**src/rtl/core/tclm_pkg.sv**
```systemverilog
`timescale 1ns / 1ps
`default_nettype none
// ----------------------------------------------------------------------------
// tclm_pkg: shared types and constants of the three-channel level meter
// widths of the beat fields, the command queue entry and the divider states
// ----------------------------------------------------------------------------
package tclm_pkg;

	// channel and field widths
	localparam int NCH        = 3;
	localparam int SAMPLE_W   = 16;
	localparam int MAG_W      = 16;
	localparam int MEAN_W     = 16;
	localparam int STRIDE_W   = 16;
	localparam int CNT_W      = 64;
	localparam int KEPT_W     = 32;

	// default width of the magnitude sums
	localparam int SUM_WIDTH_DEF = 64;

	// depth of the command queue between front and back
	localparam int QUEUE_DEPTH = 2;

	// stream widths
	localparam int IN_TDATA_W  = NCH * SAMPLE_W;
	localparam int IN_TUSER_W  = 2;
	localparam int OUT_TDATA_W = STRIDE_W + KEPT_W + 2 * NCH * MAG_W;

	// tuser bit positions on the input side
	localparam int KIND_BIT  = 0;
	localparam int START_BIT = 1;

	// item kinds
	localparam logic KIND_SAMPLE = 1'b0;
	localparam logic KIND_TAKE   = 1'b1;

	// stride after reset
	localparam logic [STRIDE_W-1:0] STRIDE_RESET = 16'd1;

	// command handed from front to back
	typedef struct packed {
		logic                       take;
		logic [NCH-1:0][MAG_W-1:0]  mag;
	} cmd_t;

	// divider sequencer
	typedef enum logic [1:0] {
		DIV_IDLE,
		DIV_RUN,
		DIV_DONE
	} div_state_t;

endpackage
`default_nettype wire

```
**src/rtl/core/tclm_front.sv**
```systemverilog
`timescale 1ns / 1ps
`default_nettype none
// ----------------------------------------------------------------------------
// tclm_front: input beat intake and decimation
// holds the stride register and the phase, turns sample beats into magnitudes
// and pushes kept samples and take requests into the command queue
// ----------------------------------------------------------------------------
module tclm_front (
	input  wire logic                            clk,
	input  wire logic                            arst_n,
	input  wire logic                            cfg_valid,
	output      logic                            cfg_ready,
	input  wire logic [tclm_pkg::STRIDE_W-1:0]   cfg_data,
	input  wire logic                            s_tvalid,
	output      logic                            s_tready,
	input  wire logic [tclm_pkg::IN_TDATA_W-1:0] s_tdata,
	input  wire logic [tclm_pkg::IN_TUSER_W-1:0] s_tuser,
	input  wire logic                            q_full,
	output      logic                            push,
	output      tclm_pkg::cmd_t                  push_cmd,
	output      logic [tclm_pkg::STRIDE_W-1:0]   stride_eff
);
	import tclm_pkg::*;

	logic [STRIDE_W-1:0] stride_q;
	logic [STRIDE_W-1:0] phase_q;
	logic [STRIDE_W-1:0] ph_cur;
	logic [STRIDE_W:0]   ph_inc;
	logic [STRIDE_W-1:0] ph_next;
	logic                accept;
	logic                is_take;
	logic [SAMPLE_W-1:0] samp [NCH];

	// stride register, always ready
	assign cfg_ready = 1'b1;

	always_ff @(posedge clk or negedge arst_n) begin
		if (!arst_n) begin
			stride_q <= STRIDE_RESET;
		end else if (cfg_valid) begin
			stride_q <= cfg_data;
		end
	end

	// a zero stride keeps every tick
	assign stride_eff = (stride_q == '0) ? STRIDE_RESET : stride_q;

	// beat classification
	assign s_tready = !q_full;
	assign accept   = s_tvalid && s_tready;
	assign is_take  = (s_tuser[KIND_BIT] == KIND_TAKE);

	// phase within the stride, restarted by block start
	always_comb begin
		ph_cur  = s_tuser[START_BIT] ? '0 : phase_q;
		ph_inc  = {1'b0, ph_cur} + {{STRIDE_W{1'b0}}, 1'b1};
		ph_next = (ph_inc >= {1'b0, stride_eff}) ? '0 : ph_inc[STRIDE_W-1:0];
	end

	always_ff @(posedge clk or negedge arst_n) begin
		if (!arst_n) begin
			phase_q <= '0;
		end else if (accept && !is_take) begin
			phase_q <= ph_next;
		end
	end

	// magnitudes, most negative value gives 32768
	always_comb begin
		push_cmd.take = is_take;
		for (int ch = 0; ch < NCH; ch++) begin
			samp[ch]         = s_tdata[ch*SAMPLE_W +: SAMPLE_W];
			push_cmd.mag[ch] = samp[ch][SAMPLE_W-1] ? (~samp[ch] + 16'd1) : samp[ch];
		end
	end

	// dropped ticks never reach the queue
	assign push = accept && (is_take || (ph_cur == '0));

endmodule
`default_nettype wire

```
**src/rtl/core/tclm_fifo.sv**
```systemverilog
`timescale 1ns / 1ps
`default_nettype none
// ----------------------------------------------------------------------------
// tclm_fifo: short command queue
// decouples intake from accumulation so that either side can stall alone
// ----------------------------------------------------------------------------
module tclm_fifo (
	input  wire logic           clk,
	input  wire logic           arst_n,
	input  wire logic           push,
	input  wire tclm_pkg::cmd_t push_cmd,
	output      logic           full,
	input  wire logic           pop,
	output      tclm_pkg::cmd_t head_cmd,
	output      logic           empty
);
	import tclm_pkg::*;

	localparam int PTR_W = (QUEUE_DEPTH > 1) ? $clog2(QUEUE_DEPTH) : 1;
	localparam int CNT_QW = $clog2(QUEUE_DEPTH + 1);

	cmd_t               mem_q [QUEUE_DEPTH];
	logic [PTR_W-1:0]   wr_ptr_q;
	logic [PTR_W-1:0]   rd_ptr_q;
	logic [CNT_QW-1:0]  count_q;

	assign full     = (count_q == CNT_QW'(QUEUE_DEPTH));
	assign empty    = (count_q == '0);
	assign head_cmd = mem_q[rd_ptr_q];

	// entry storage
	always_ff @(posedge clk) begin
		if (push) begin
			mem_q[wr_ptr_q] <= push_cmd;
		end
	end

	// pointers and fill level
	always_ff @(posedge clk or negedge arst_n) begin
		if (!arst_n) begin
			wr_ptr_q <= '0;
			rd_ptr_q <= '0;
			count_q  <= '0;
		end else begin
			if (push) begin
				wr_ptr_q <= (wr_ptr_q == PTR_W'(QUEUE_DEPTH - 1)) ? '0 : wr_ptr_q + 1'b1;
			end
			if (pop) begin
				rd_ptr_q <= (rd_ptr_q == PTR_W'(QUEUE_DEPTH - 1)) ? '0 : rd_ptr_q + 1'b1;
			end
			if (push && !pop) begin
				count_q <= count_q + 1'b1;
			end else if (pop && !push) begin
				count_q <= count_q - 1'b1;
			end
		end
	end

endmodule
`default_nettype wire

```
**src/rtl/core/tclm_back.sv**
```systemverilog
`timescale 1ns / 1ps
`default_nettype none
// ----------------------------------------------------------------------------
// tclm_back: accumulators
// saturating magnitude sums, kept count and peaks; a take hands the totals
// to the divider and clears them in the same cycle
// ----------------------------------------------------------------------------
module tclm_back #(
	parameter int SUM_WIDTH = tclm_pkg::SUM_WIDTH_DEF
) (
	input  wire logic                        clk,
	input  wire logic                        arst_n,
	input  wire logic                        empty,
	input  wire tclm_pkg::cmd_t              head_cmd,
	output      logic                        pop,
	input  wire logic                        div_idle,
	output      logic                        div_start,
	output      logic [SUM_WIDTH-1:0]        sum [tclm_pkg::NCH],
	output      logic [tclm_pkg::MAG_W-1:0]  peak [tclm_pkg::NCH],
	output      logic [tclm_pkg::CNT_W-1:0]  count
);
	import tclm_pkg::*;

	logic [SUM_WIDTH-1:0] sum_q  [NCH];
	logic [MAG_W-1:0]     peak_q [NCH];
	logic [CNT_W-1:0]     cnt_q;
	logic [SUM_WIDTH:0]   sum_add [NCH];
	logic [SUM_WIDTH-1:0] sum_new [NCH];
	logic                 accum;

	// a take waits for the divider, a sample never waits
	assign pop       = !empty && (!head_cmd.take || div_idle);
	assign div_start = pop && head_cmd.take;
	assign accum     = pop && !head_cmd.take;

	// saturating adds, the sum is all ones at its limit
	always_comb begin
		for (int ch = 0; ch < NCH; ch++) begin
			sum_add[ch] = {1'b0, sum_q[ch]} + (SUM_WIDTH+1)'(head_cmd.mag[ch]);
			sum_new[ch] = sum_add[ch][SUM_WIDTH] ? '1 : sum_add[ch][SUM_WIDTH-1:0];
		end
	end

	always_ff @(posedge clk or negedge arst_n) begin
		if (!arst_n) begin
			cnt_q <= '0;
			for (int ch = 0; ch < NCH; ch++) begin
				sum_q[ch]  <= '0;
				peak_q[ch] <= '0;
			end
		end else if (div_start) begin
			cnt_q <= '0;
			for (int ch = 0; ch < NCH; ch++) begin
				sum_q[ch]  <= '0;
				peak_q[ch] <= '0;
			end
		end else if (accum) begin
			if (cnt_q != '1) begin
				cnt_q <= cnt_q + 1'b1;
			end
			for (int ch = 0; ch < NCH; ch++) begin
				sum_q[ch] <= sum_new[ch];
				if (head_cmd.mag[ch] > peak_q[ch]) begin
					peak_q[ch] <= head_cmd.mag[ch];
				end
			end
		end
	end

	assign sum   = sum_q;
	assign peak  = peak_q;
	assign count = cnt_q;

endmodule
`default_nettype wire

```
**src/rtl/core/tclm_div.sv**
```systemverilog
`timescale 1ns / 1ps
`default_nettype none
// ----------------------------------------------------------------------------
// tclm_div: summary unit
// captures the totals of a take, forms the three means by a restoring
// division of one quotient bit per cycle and holds the result beat
// ----------------------------------------------------------------------------
module tclm_div #(
	parameter int SUM_WIDTH = tclm_pkg::SUM_WIDTH_DEF
) (
	input  wire logic                             clk,
	input  wire logic                             arst_n,
	input  wire logic                             start,
	input  wire logic [tclm_pkg::STRIDE_W-1:0]    stride,
	input  wire logic [SUM_WIDTH-1:0]             sum [tclm_pkg::NCH],
	input  wire logic [tclm_pkg::MAG_W-1:0]       peak [tclm_pkg::NCH],
	input  wire logic [tclm_pkg::CNT_W-1:0]       count,
	output      logic                             idle,
	output      logic                             m_tvalid,
	input  wire logic                             m_tready,
	output      logic [tclm_pkg::OUT_TDATA_W-1:0] m_tdata
);
	import tclm_pkg::*;

	// the mean never exceeds the largest magnitude, so sixteen quotient bits do
	localparam int DEN_W  = CNT_W + MEAN_W - 1;
	localparam int STEP_W = $clog2(MEAN_W);

	div_state_t           state_q;
	div_state_t           state_d;
	logic [STEP_W-1:0]    step_q;
	logic [DEN_W-1:0]     den_q;
	logic [SUM_WIDTH-1:0] rem_q  [NCH];
	logic [MEAN_W-1:0]    quot_q [NCH];
	logic [MAG_W-1:0]     peak_q [NCH];
	logic [STRIDE_W-1:0]  stride_q;
	logic [KEPT_W-1:0]    kept_q;
	logic                 zero_q;
	logic [DEN_W-1:0]     rem_ext [NCH];
	logic [DEN_W-1:0]     diff    [NCH];
	logic                 ge      [NCH];
	logic [MEAN_W-1:0]    mean    [NCH];

	// next state
	always_comb begin
		state_d = state_q;
		case (state_q)
			DIV_IDLE: begin
				if (start) state_d = DIV_RUN;
			end
			DIV_RUN: begin
				if (step_q == '0) state_d = DIV_DONE;
			end
			DIV_DONE: begin
				if (m_tready) state_d = DIV_IDLE;
			end
			default: state_d = DIV_IDLE;
		endcase
	end

	// state outputs
	always_comb begin
		idle     = 1'b0;
		m_tvalid = 1'b0;
		case (state_q)
			DIV_IDLE: idle     = 1'b1;
			DIV_DONE: m_tvalid = 1'b1;
			default: begin
				idle     = 1'b0;
				m_tvalid = 1'b0;
			end
		endcase
	end

	always_ff @(posedge clk or negedge arst_n) begin
		if (!arst_n) begin
			state_q <= DIV_IDLE;
		end else begin
			state_q <= state_d;
		end
	end

	// trial subtraction per channel
	always_comb begin
		for (int ch = 0; ch < NCH; ch++) begin
			rem_ext[ch] = DEN_W'(rem_q[ch]);
			ge[ch]      = (rem_ext[ch] >= den_q);
			diff[ch]    = rem_ext[ch] - den_q;
		end
	end

	// capture on start, one quotient bit per cycle while running
	always_ff @(posedge clk) begin
		if (start && (state_q == DIV_IDLE)) begin
			den_q    <= DEN_W'(count) << (MEAN_W - 1);
			step_q   <= STEP_W'(MEAN_W - 1);
			zero_q   <= (count == '0);
			stride_q <= stride;
			kept_q   <= (count > CNT_W'({KEPT_W{1'b1}})) ? '1 : count[KEPT_W-1:0];
			for (int ch = 0; ch < NCH; ch++) begin
				rem_q[ch]  <= sum[ch];
				quot_q[ch] <= '0;
				peak_q[ch] <= peak[ch];
			end
		end else if (state_q == DIV_RUN) begin
			den_q  <= den_q >> 1;
			step_q <= step_q - 1'b1;
			for (int ch = 0; ch < NCH; ch++) begin
				if (ge[ch]) begin
					rem_q[ch] <= diff[ch][SUM_WIDTH-1:0];
				end
				quot_q[ch] <= {quot_q[ch][MEAN_W-2:0], ge[ch]};
			end
		end
	end

	// result beat, an empty window reads as zero means
	always_comb begin
		for (int ch = 0; ch < NCH; ch++) begin
			mean[ch] = zero_q ? '0 : quot_q[ch];
		end
		m_tdata = {mean[2], mean[1], mean[0], peak_q[2], peak_q[1], peak_q[0],
			kept_q, stride_q};
	end

endmodule
`default_nettype wire

```
**src/rtl/core/three_channel_level_meter_top.sv**
```systemverilog
`timescale 1ns / 1ps
`default_nettype none
// sample ticks pass the command queue register into the accumulators, one
// tick per cycle while the queue is not full; a take waits in the queue for
// an idle divider, and its summary shows on m_tvalid once the 16-step
// restoring divider has formed the three means, and holds until accepted
// reset: arst_n clears phase, sums, count, peaks and queue at once, sets the
// divider idle and returns the stride register to 1
// ----------------------------------------------------------------------------
// three_channel_level_meter_top: peak and mean absolute level meter
// three signed audio channels, decimated, summarised on each take beat
// ----------------------------------------------------------------------------
module three_channel_level_meter_top #(
	parameter int SUM_WIDTH = tclm_pkg::SUM_WIDTH_DEF
) (
	input  wire logic                             clk,
	input  wire logic                             arst_n,
	// configuration: decimation_stride
	input  wire logic                             cfg_valid,
	output      logic                             cfg_ready,
	input  wire logic [tclm_pkg::STRIDE_W-1:0]    cfg_data,
	input  wire logic                             s_tvalid,
	output      logic                             s_tready,
	// near_sample, reference_sample, clean_sample
	input  wire logic [tclm_pkg::IN_TDATA_W-1:0]  s_tdata,
	// kind, block_start
	input  wire logic [tclm_pkg::IN_TUSER_W-1:0]  s_tuser,
	output      logic                             m_tvalid,
	input  wire logic                             m_tready,
	// stride_used, kept_count, peak of near, reference, clean,
	// near_mean, reference_mean, clean_mean
	output      logic [tclm_pkg::OUT_TDATA_W-1:0] m_tdata
);
	import tclm_pkg::*;

	logic                q_full;
	logic                q_empty;
	logic                push;
	logic                pop;
	cmd_t                push_cmd;
	cmd_t                head_cmd;
	logic [STRIDE_W-1:0] stride_eff;
	logic                div_idle;
	logic                div_start;
	logic [SUM_WIDTH-1:0] sum  [NCH];
	logic [MAG_W-1:0]    peak [NCH];
	logic [CNT_W-1:0]    count;

	// intake and decimation
	tclm_front u_front (
		.clk        (clk),
		.arst_n     (arst_n),
		.cfg_valid  (cfg_valid),
		.cfg_ready  (cfg_ready),
		.cfg_data   (cfg_data),
		.s_tvalid   (s_tvalid),
		.s_tready   (s_tready),
		.s_tdata    (s_tdata),
		.s_tuser    (s_tuser),
		.q_full     (q_full),
		.push       (push),
		.push_cmd   (push_cmd),
		.stride_eff (stride_eff)
	);

	// command queue
	tclm_fifo u_fifo (
		.clk      (clk),
		.arst_n   (arst_n),
		.push     (push),
		.push_cmd (push_cmd),
		.full     (q_full),
		.pop      (pop),
		.head_cmd (head_cmd),
		.empty    (q_empty)
	);

	// accumulators
	tclm_back #(
		.SUM_WIDTH (SUM_WIDTH)
	) u_back (
		.clk       (clk),
		.arst_n    (arst_n),
		.empty     (q_empty),
		.head_cmd  (head_cmd),
		.pop       (pop),
		.div_idle  (div_idle),
		.div_start (div_start),
		.sum       (sum),
		.peak      (peak),
		.count     (count)
	);

	// means and result beat
	tclm_div #(
		.SUM_WIDTH (SUM_WIDTH)
	) u_div (
		.clk      (clk),
		.arst_n   (arst_n),
		.start    (div_start),
		.stride   (stride_eff),
		.sum      (sum),
		.peak     (peak),
		.count    (count),
		.idle     (div_idle),
		.m_tvalid (m_tvalid),
		.m_tready (m_tready),
		.m_tdata  (m_tdata)
	);

endmodule
`default_nettype wire

```
**config.mk**
```make
export PLATFORM = sky130hd
export DESIGN_NAME = three_channel_level_meter_top
export DESIGN_NICKNAME = d
export VERILOG_FILES = /design/src/rtl/core/tclm_pkg.sv /design/src/rtl/core/tclm_front.sv /design/src/rtl/core/tclm_fifo.sv /design/src/rtl/core/tclm_back.sv /design/src/rtl/core/tclm_div.sv /design/src/rtl/core/three_channel_level_meter_top.sv
export SDC_FILE = /design/constraint.sdc
export NUM_CORES = 2
export LEC_CHECK = 0
export BUFFER_PORTS_ARGS = -buffer_cell sky130_fd_sc_hd__buf_2
export CORE_ASPECT_RATIO = 1.25
export CORE_UTILIZATION = 30
export CTS_CLUSTER_SIZE = 25
export DETAILED_ROUTE_END_ITERATION = 7
export HOLD_SLACK_MARGIN = 0.02
export PLACE_DENSITY = 0.43
export RECOVER_POWER = 25
export REMOVE_ABC_BUFFERS = 1
export SYNTH_ARGS = -nofsm -noshare
export SYNTH_HDL_FRONTEND = slang
export SYNTH_SLANG_ARGS = --single-unit
export TNS_END_PERCENT = 50
```
**constraint.sdc**
```tcl
create_clock -name clk -period 9.3 [get_ports clk]
set_input_delay 1.86 -clock clk [delete_from_list [all_inputs] [get_ports clk]]
set_output_delay 1.86 -clock clk [all_outputs]
set_load 0.01 [all_outputs]
```
Word-level counts from Yosys, hierarchy flattened

Memory sizes are Yosys's and may differ from the RTL's.
Index checks and enable logic that the tools add are counted.

Memories: 4
Word-level logic and storage cells: 157
Bits in writable memories: 386
Bits of input ports: 71
Register bits: 474
Output and inout port bits: 147

Memories:

| name         | words | bits a word | read ports | clocked after Yosys merged registers in | wr ports | line            | RTL |
|---|---|---|---|---|---|---|---|
| u_div.rem_q  | 3     | 64          | 3          | 0                                       | 3        | tclm_div.sv:33  | `logic [SUM_WIDTH-1:0] rem_q [NCH];` |
| u_fifo.mem_q | 2     | 49          | 1          | 0                                       | 1        | tclm_fifo.sv:22 | `cmd_t mem_q [QUEUE_DEPTH];` |
| u_div.peak_q | 3     | 16          | 3          | 0                                       | 3        | tclm_div.sv:35  | `logic [MAG_W-1:0] peak_q [NCH];` |
| u_div.quot_q | 3     | 16          | 3          | 0                                       | 3        | tclm_div.sv:34  | `logic [MEAN_W-1:0] quot_q [NCH];` |

Equal/unequal tests: 7
Reductions and logical operators: 35
Add/sub/neg operators: 16
Bitwise logic cells: 9
Magnitude comparators: 8
Multiplexer cells: 59

Operators with widths:

| kind                    | number |
|---|---|
| $mux W64                | 9 |
| $mux W192               | 2 |
| $mux W16                | 15 |
| $ge A64 B79 Y1          | 3 |
| $add A64 B16 Y65        | 3 |
| $sub A64 B64 Y64        | 3 |
| $mux W79                | 2 |
| $mux W48                | 2 |
| $add A64 B1 Y64 const B | 1 |
| $gt A64 B32 Y1 const B  | 1 |
| $logic_not A64 Y1       | 1 |
| $ne A64 B64 Y1 const B  | 1 |
| $add A16 B1 Y16 const B | 3 |
| $gt A16 B16 Y1          | 3 |
| $not A16 Y16            | 3 |
| $logic_not A16 Y1       | 2 |
| $mux W1                 | 23 |
| $add A16 B1 Y17 const B | 1 |
| $ge A17 B16 Y1          | 1 |
| $reduce_bool A2 Y1      | 7 |
| $mux W2                 | 5 |
| $logic_and A1 B1 Y1     | 9 |
| $reduce_and A2 Y1       | 4 |
| $logic_not A1 Y1        | 6 |
| other kinds (14)        | 24 |

Logic depth before layout (Yosys ltp)

Depth in word-level cells: 9
Depth in mapped cells: 20
Gate-level depth less buffers: 16

By module

A second synthesis with hierarchy kept.

Cell total of the unflattened synthesis: 5528
Area, all modules: 55170.4 um^2

Modules (own cells, without submodules):

| module     | area each (um^2) | cells each | seq. area each (um^2) | instances |
|---|---|---|---|---|
| tclm_div   | 29096.7          | 2728       | 12472.0               | 1 |
| tclm_back  | 19054.5          | 2251       | 7607.3                | 1 |
| tclm_fifo  | 3976.3           | 169        | 3042.9                | 1 |
| tclm_front | 3042.9           | 380        | 802.0                 | 1 |

Worst setup path after synthesis

OpenSTA, ideal clock, no wires.

Path type: input-to-reg
Start: input s_tuser[1] (netlist name)
End: memory u_fifo.mem_q[0][0] (netlist name), enable pin
Data required time: 8838 ps
Path buffers: 2
Library setup time: 462 ps
Stages on the path: 8
Slack: 3322 ps
Arrival time: 5517 ps
Cell sequence: clkbuf_1 clkbuf_1 nand2b_1 ha_1 nor4b_1 nand4_1 a21oi_1 nor2b_1

Longest elaborated chain between the ends: 6

RTL lines:

| item                          | line                                | RTL |
|---|---|---|
| start, declared               | three_channel_level_meter_top.sv:27 | `input wire logic [tclm_pkg::IN_TUSER_W-1:0] s_tuser,` |
| $mux W16                      | tclm_front.sv:55                    | `ph_cur = s_tuser[START_BIT] ? '0 : phase_q;` |
| $logic_not A16 Y1             | tclm_front.sv:78                    | `assign push = accept && (is_take \|\| (ph_cur == '0));` |
| $logic_or A1 B1 Y1            | tclm_front.sv:78                    |  |
| $logic_and A1 B1 Y1           | tclm_front.sv:78                    |  |
| net push                      | three_channel_level_meter_top.sv:38 | `logic push;` |
| $mux W1                       | tclm_fifo.sv:33                     | `if (push) begin` |
| $mux W1 (not written as such) | tclm_fifo.sv:34                     | `mem_q[wr_ptr_q] <= push_cmd;` |
| end, declared                 | tclm_fifo.sv:22                     |  |

The timed path passes the listed nets, and every way through them passes these cells.

Worst setup path after layout

Start: register u_fifo.rd_ptr_q
End: register u_back.cnt_q[63], in the netlist u_back.count[63]

Longest elaborated chain between the ends: 7
Elaborated cells on any way between the ends: 10
Those cells by class: 1 x mux; 8 x reduce/logical; 1 x memory

RTL lines:

| item                                   | line                             | RTL |
|---|---|---|
| start, declared                        | tclm_fifo.sv:24                  | `logic [PTR_W-1:0] rd_ptr_q;` |
| start signal, assigned                 | tclm_fifo.sv:49                  | `rd_ptr_q <= (rd_ptr_q == PTR_W'(QUEUE_DEPTH - 1)) ? '0 : rd_ptr_q + 1'b1;` |
| $mem_v2 Z2 W49 *                       | --                               |  |
| $logic_not A1 Y1                       | tclm_back.sv:32, tclm_back.sv:34 |  |
| $logic_or A1 B1 Y1                     | tclm_back.sv:32                  | `assign pop = !empty && (!head_cmd.take \|\| div_idle);` |
| $logic_and A1 B1 Y1                    | tclm_back.sv:32                  |  |
| $logic_and A1 B1 Y1 (on tied branches) | tclm_back.sv:34, tclm_back.sv:33 |  |
| $reduce_bool A2 Y1 (no line)           | --                               |  |
| $reduce_and A2 Y1 (no line)            | --                               |  |
| end signal, assigned                   | tclm_back.sv:59                  | `cnt_q <= cnt_q + 1'b1;` |
| end, declared                          | tclm_back.sv:26                  | `logic [CNT_W-1:0] cnt_q;` |

Every way passes the cells marked *; elsewhere a longest branch is shown, timed or not.
A chain may end at the register's enable or synchronous reset.

==> metrics.md <==
| Metric | Value |
|---|---|
| Status | `complete, but fails checks` |
| Failing checks | `capacitance limit, slew limit` |
| Ports | `218` |
| Design area | `0.0603 sq mm` |
| Area post-placement | `~0.057 sq mm` |
| Ranking of synthesized cells by area | `edfxtp_1, dfrtp_1, ha_1, nand2_1, o21ai_0` |
| Multiplexer area fraction after synthesis | `0.0132` |
| VDD IR-drop max | `approximately 420 uV` |
| Netlist cell types | `100` |
| Share of cells above drive strength 1 | `0.0871` |
| Initial DRT Pass Iterations | `8` |
| Power Density | `437 mW/mm^2` |
| Leak | `0.0243 uW` |
| Post-DP HPWL | `132,000 um` |
| Synth Area in Simple Gates | `0.173` |
| Grt ovf | `0` |
| Final Non-Filler Cells | `8,262` |
| Post-synth EDFFs | `499` |
| Hold WC Path Type | `reg -> reg` |
| Post-synth top area share | `0.278` |
| Area leader, netlist | `edfxtp_1` |
| Area of the mapped netlist | `around 0.054 sq mm` |
| Cell Rows | `173` |
| Worst slew margin | `-1.44` |
| Vias | `43,900` |
| Global-route wire length before repair | `274,000 um` |
| Required time of the critical path | `9.87 ns` |
| Worst-Margin Slew | `3.67 ns` |
| Yosys reg bits | `860` |
| Count leader, synth | `nand2_1` |
| Main combinational cell family by area after synthesis | `compound AO/OA/AOI/OAI gates` |
| Met1 Use GR | `0.250` |
| Die area | `0.181 sq mm` |
| Cells after DPL | `8,072` |
| Critical path type | `reg -> reg` |
| Synth Area in XOR/XNOR | `0.0511` |
| Clk_lat worst skew | `0.74 ns` |
| Area fraction in compound gates after synthesis | `0.199` |
| DR vias/cell | `5.31` |
| Port buffer count | `approximately 220` |
| Post-Synth Adder-Cell Area | `0.0749` |
| Power consumption | `26,400 uW` |
| Die width | `381 um` |
| Cts repair resizes | `0` |
| RSZ-0062 raised after global routing | `no` |
| Hold Violations, Final | `0` |
| Setup bufs post-CTS | `0` |
| Initial antenna violation count | `9` |
| GRT busiest layer | `met2` |
| Gr usage total | `0.196` |
| Die height | `476 um` |
| M3 GR Usage | `0.0208` |
| CTS max path bufs | `3` |
| Hold-fix buffers at CTS | `0` |
| Share of flip-flops with an asynchronous set or reset | `0.398` |
| Final Util | `0.339` |
| Dominant synthesized flop cell | `edfxtp_1` |
| WL per Instance | `21.9 um` |
| CP max FO | `90` |
| Seq/Total Area, Yosys | `0.444` |
| Largest net degree at the start of global routing | `186` |
| Period minus WS final | `~5.9 ns` |
| Top achievable clock speed | `between 150 and 200 MHz` |
| Starting DRT DRC Count | `just under 3,000` |
| WHS | `approximately 0.45 ns` |
| Reg clk slew, reported paths | `about 0.06 ns` |
| WP data arrival | `6.51 ns` |
| Routability Congestion | `about 0.90` |
| Most frequent cells after synthesis | `nand2_1, o21ai_0, edfxtp_1` |
| Fillers | `18,400` |
| Area of the core | `around 0.18 sq mm` |
| Met2 Track Usage GR | `0.341` |
| CP Launch Type | `register` |
| Synthesized area per cell | `9.35 sq um` |
| Initial Utilization | `0.302` |
| CTS tree | `built` |
| Final setup fails | `0` |
| H-tree depth | `3` |
| MaxCap Viol Count | `2` |
| Critical Path End Type | `register` |
| Max Transition Viols Final | `125` |
| CTS Buf Count | `100` |
| Post-route clock skew | `0.0326 ns` |
| Final Net Count | `approximately 6,200` |
| Vias in the first global route | `43,700` |
| Final worst path period share | `0.639` |
| P&R area growth vs syn | `12.0%` |
| # clock sinks | `860` |
| CTS Root Cell | `clkbuf_16` |
| Antenna-violating nets left | `0` |
| WL final | `around 180,000 um` |
| Yosys warnings | `0` |
| Mapped Cells | `5,760` |
| Drt drc | `0` |
worst max-delay path, stage by stage (launching register included):
cell     delay, ns
dfrtp_2       0.69
buf_4         0.51
mux2_2        0.57
a21oi_4       0.17
buf_4         0.51
nand2_2       0.50
inv_8         0.55
nor4_1        0.17
nand4_2       0.21
nand4_1       0.32
nor3_1        0.63
and2_1        0.43
nand4_1       0.15
xor2_1        0.15
nor2_1        0.06
path summary, 6_finish.rpt:
path | startpoint | cells after the start | slack (ns) | to
min in group asynchronous | arst_n | 1 | 1.18 | u_back.peak[46]
worst min-delay path | u_back.peak[8] | 0 | 0.45 | u_div.peak_q[0][40]
worst max register to register | u_fifo.rd_ptr_q | 14 | 3.36 | u_back.count[63]
worst min register to register | u_back.peak[8] | 0 | 0.45 | u_div.peak_q[0][40]
worst max-delay path | u_fifo.rd_ptr_q | 14 | 3.36 | u_back.count[63]
max in group asynchronous | arst_n | 2 | 4.81 | u_back.sum[170]
stage by stage:
stage | setup slack, ns | TNS [ns]
3_3_place_gp | 3.34 | 0
2_1_floorplan | -5.86 | -2715.98
6_report | 3.36 | 0
5_1_grt | 2.96 | 0
3_5_place_dp | 3.29 | 0
4_1_cts | 3.24 | 0
routing by layer:
layer	routed length [um]	up-vias
li1	-	21200
met1	79600	21500
met2	88400	953
met3	6250	242
met4	6190	8
met5	49	-
power breakdown:
| group | leakage, uW | internal [uW] | switching [uW] |
|---|---|---|---|
| sequential | 0.00982 | 6050 | 622 |
| clock | 0.00158 | 2300 | 1730 |
| combinational | 0.0129 | 5420 | 10200 |
registers in the layout, indices dropped and copies added (netlist names):
| register | count |
|---|---|
| u_fifo.mem_q | 98 |
| u_back.count | 64 |
| u_front.stride_q | 16 |
| u_fifo.rd_ptr_q | 1 |
| u_back.peak | 48 |
| u_div.kept_q | 32 |
| u_div.peak_q | 48 |
| u_div.stride_q | 16 |
| u_fifo.count_q | 2 |
| u_div.den_q | 79 |
| u_back.sum | 192 |
| u_div.step_q | 4 |
| u_div.state_q | 2 |
| u_div.zero_q | 1 |
| u_div.rem_q | 192 |
| u_div.quot_q | 48 |
| u_fifo.wr_ptr_q | 1 |
| u_front.phase_q | 16 |
cell type report:
class                           instances  area (sq um)  area share
Antenna cell                            2          5.00   0.0000830
Clock buffer                          130          2730      0.0452
Clock inverter                         58           563     0.00933
Inverter                              283          1070      0.0178
Multi-Input combinational cell       4301         27600       0.457
Sequential cell                       860         23900       0.397
Tap cell                             2362          2960      0.0490
Timing Repair Buffer                  266          1490      0.0246
logic make-up (layout without fill, tap and decap cells):
group | after synthesis | after routing
other cells | 1 | 3
buf+inv | 599 | 737
simple gates | 1895 | 1895
flops | 860 | 860
fa+ha+maj | 319 | 319
compound gates | 1708 | 1708
xor+xnor | 314 | 314
mux | 64 | 64
layout by cell type (no fill, tap or decap), types with 44 or more instances in the layout:
cell type and instances:
o21a_1 59, o21ai_0 509, nand4_1 153, a31oi_1 66
a21o_1 160, nor3_1 73, nand2_1 695, nand3_1 158
and2_1 56, edfxtp_1 499, dfrtp_1 340, nor4_1 59
a22o_1 79, xnor2_1 171, or3_1 88, xor2_1 143
nor2b_1 94, nor2_1 278, inv_1 281, buf_2 210
a21oi_1 366, mux2_2 49, clkbuf_16 103, buf_4 44
o21bai_1 49, ha_1 313, and3_1 75, o21ai_1 99
No activity file was read; power rests on OpenSTA's default activity.
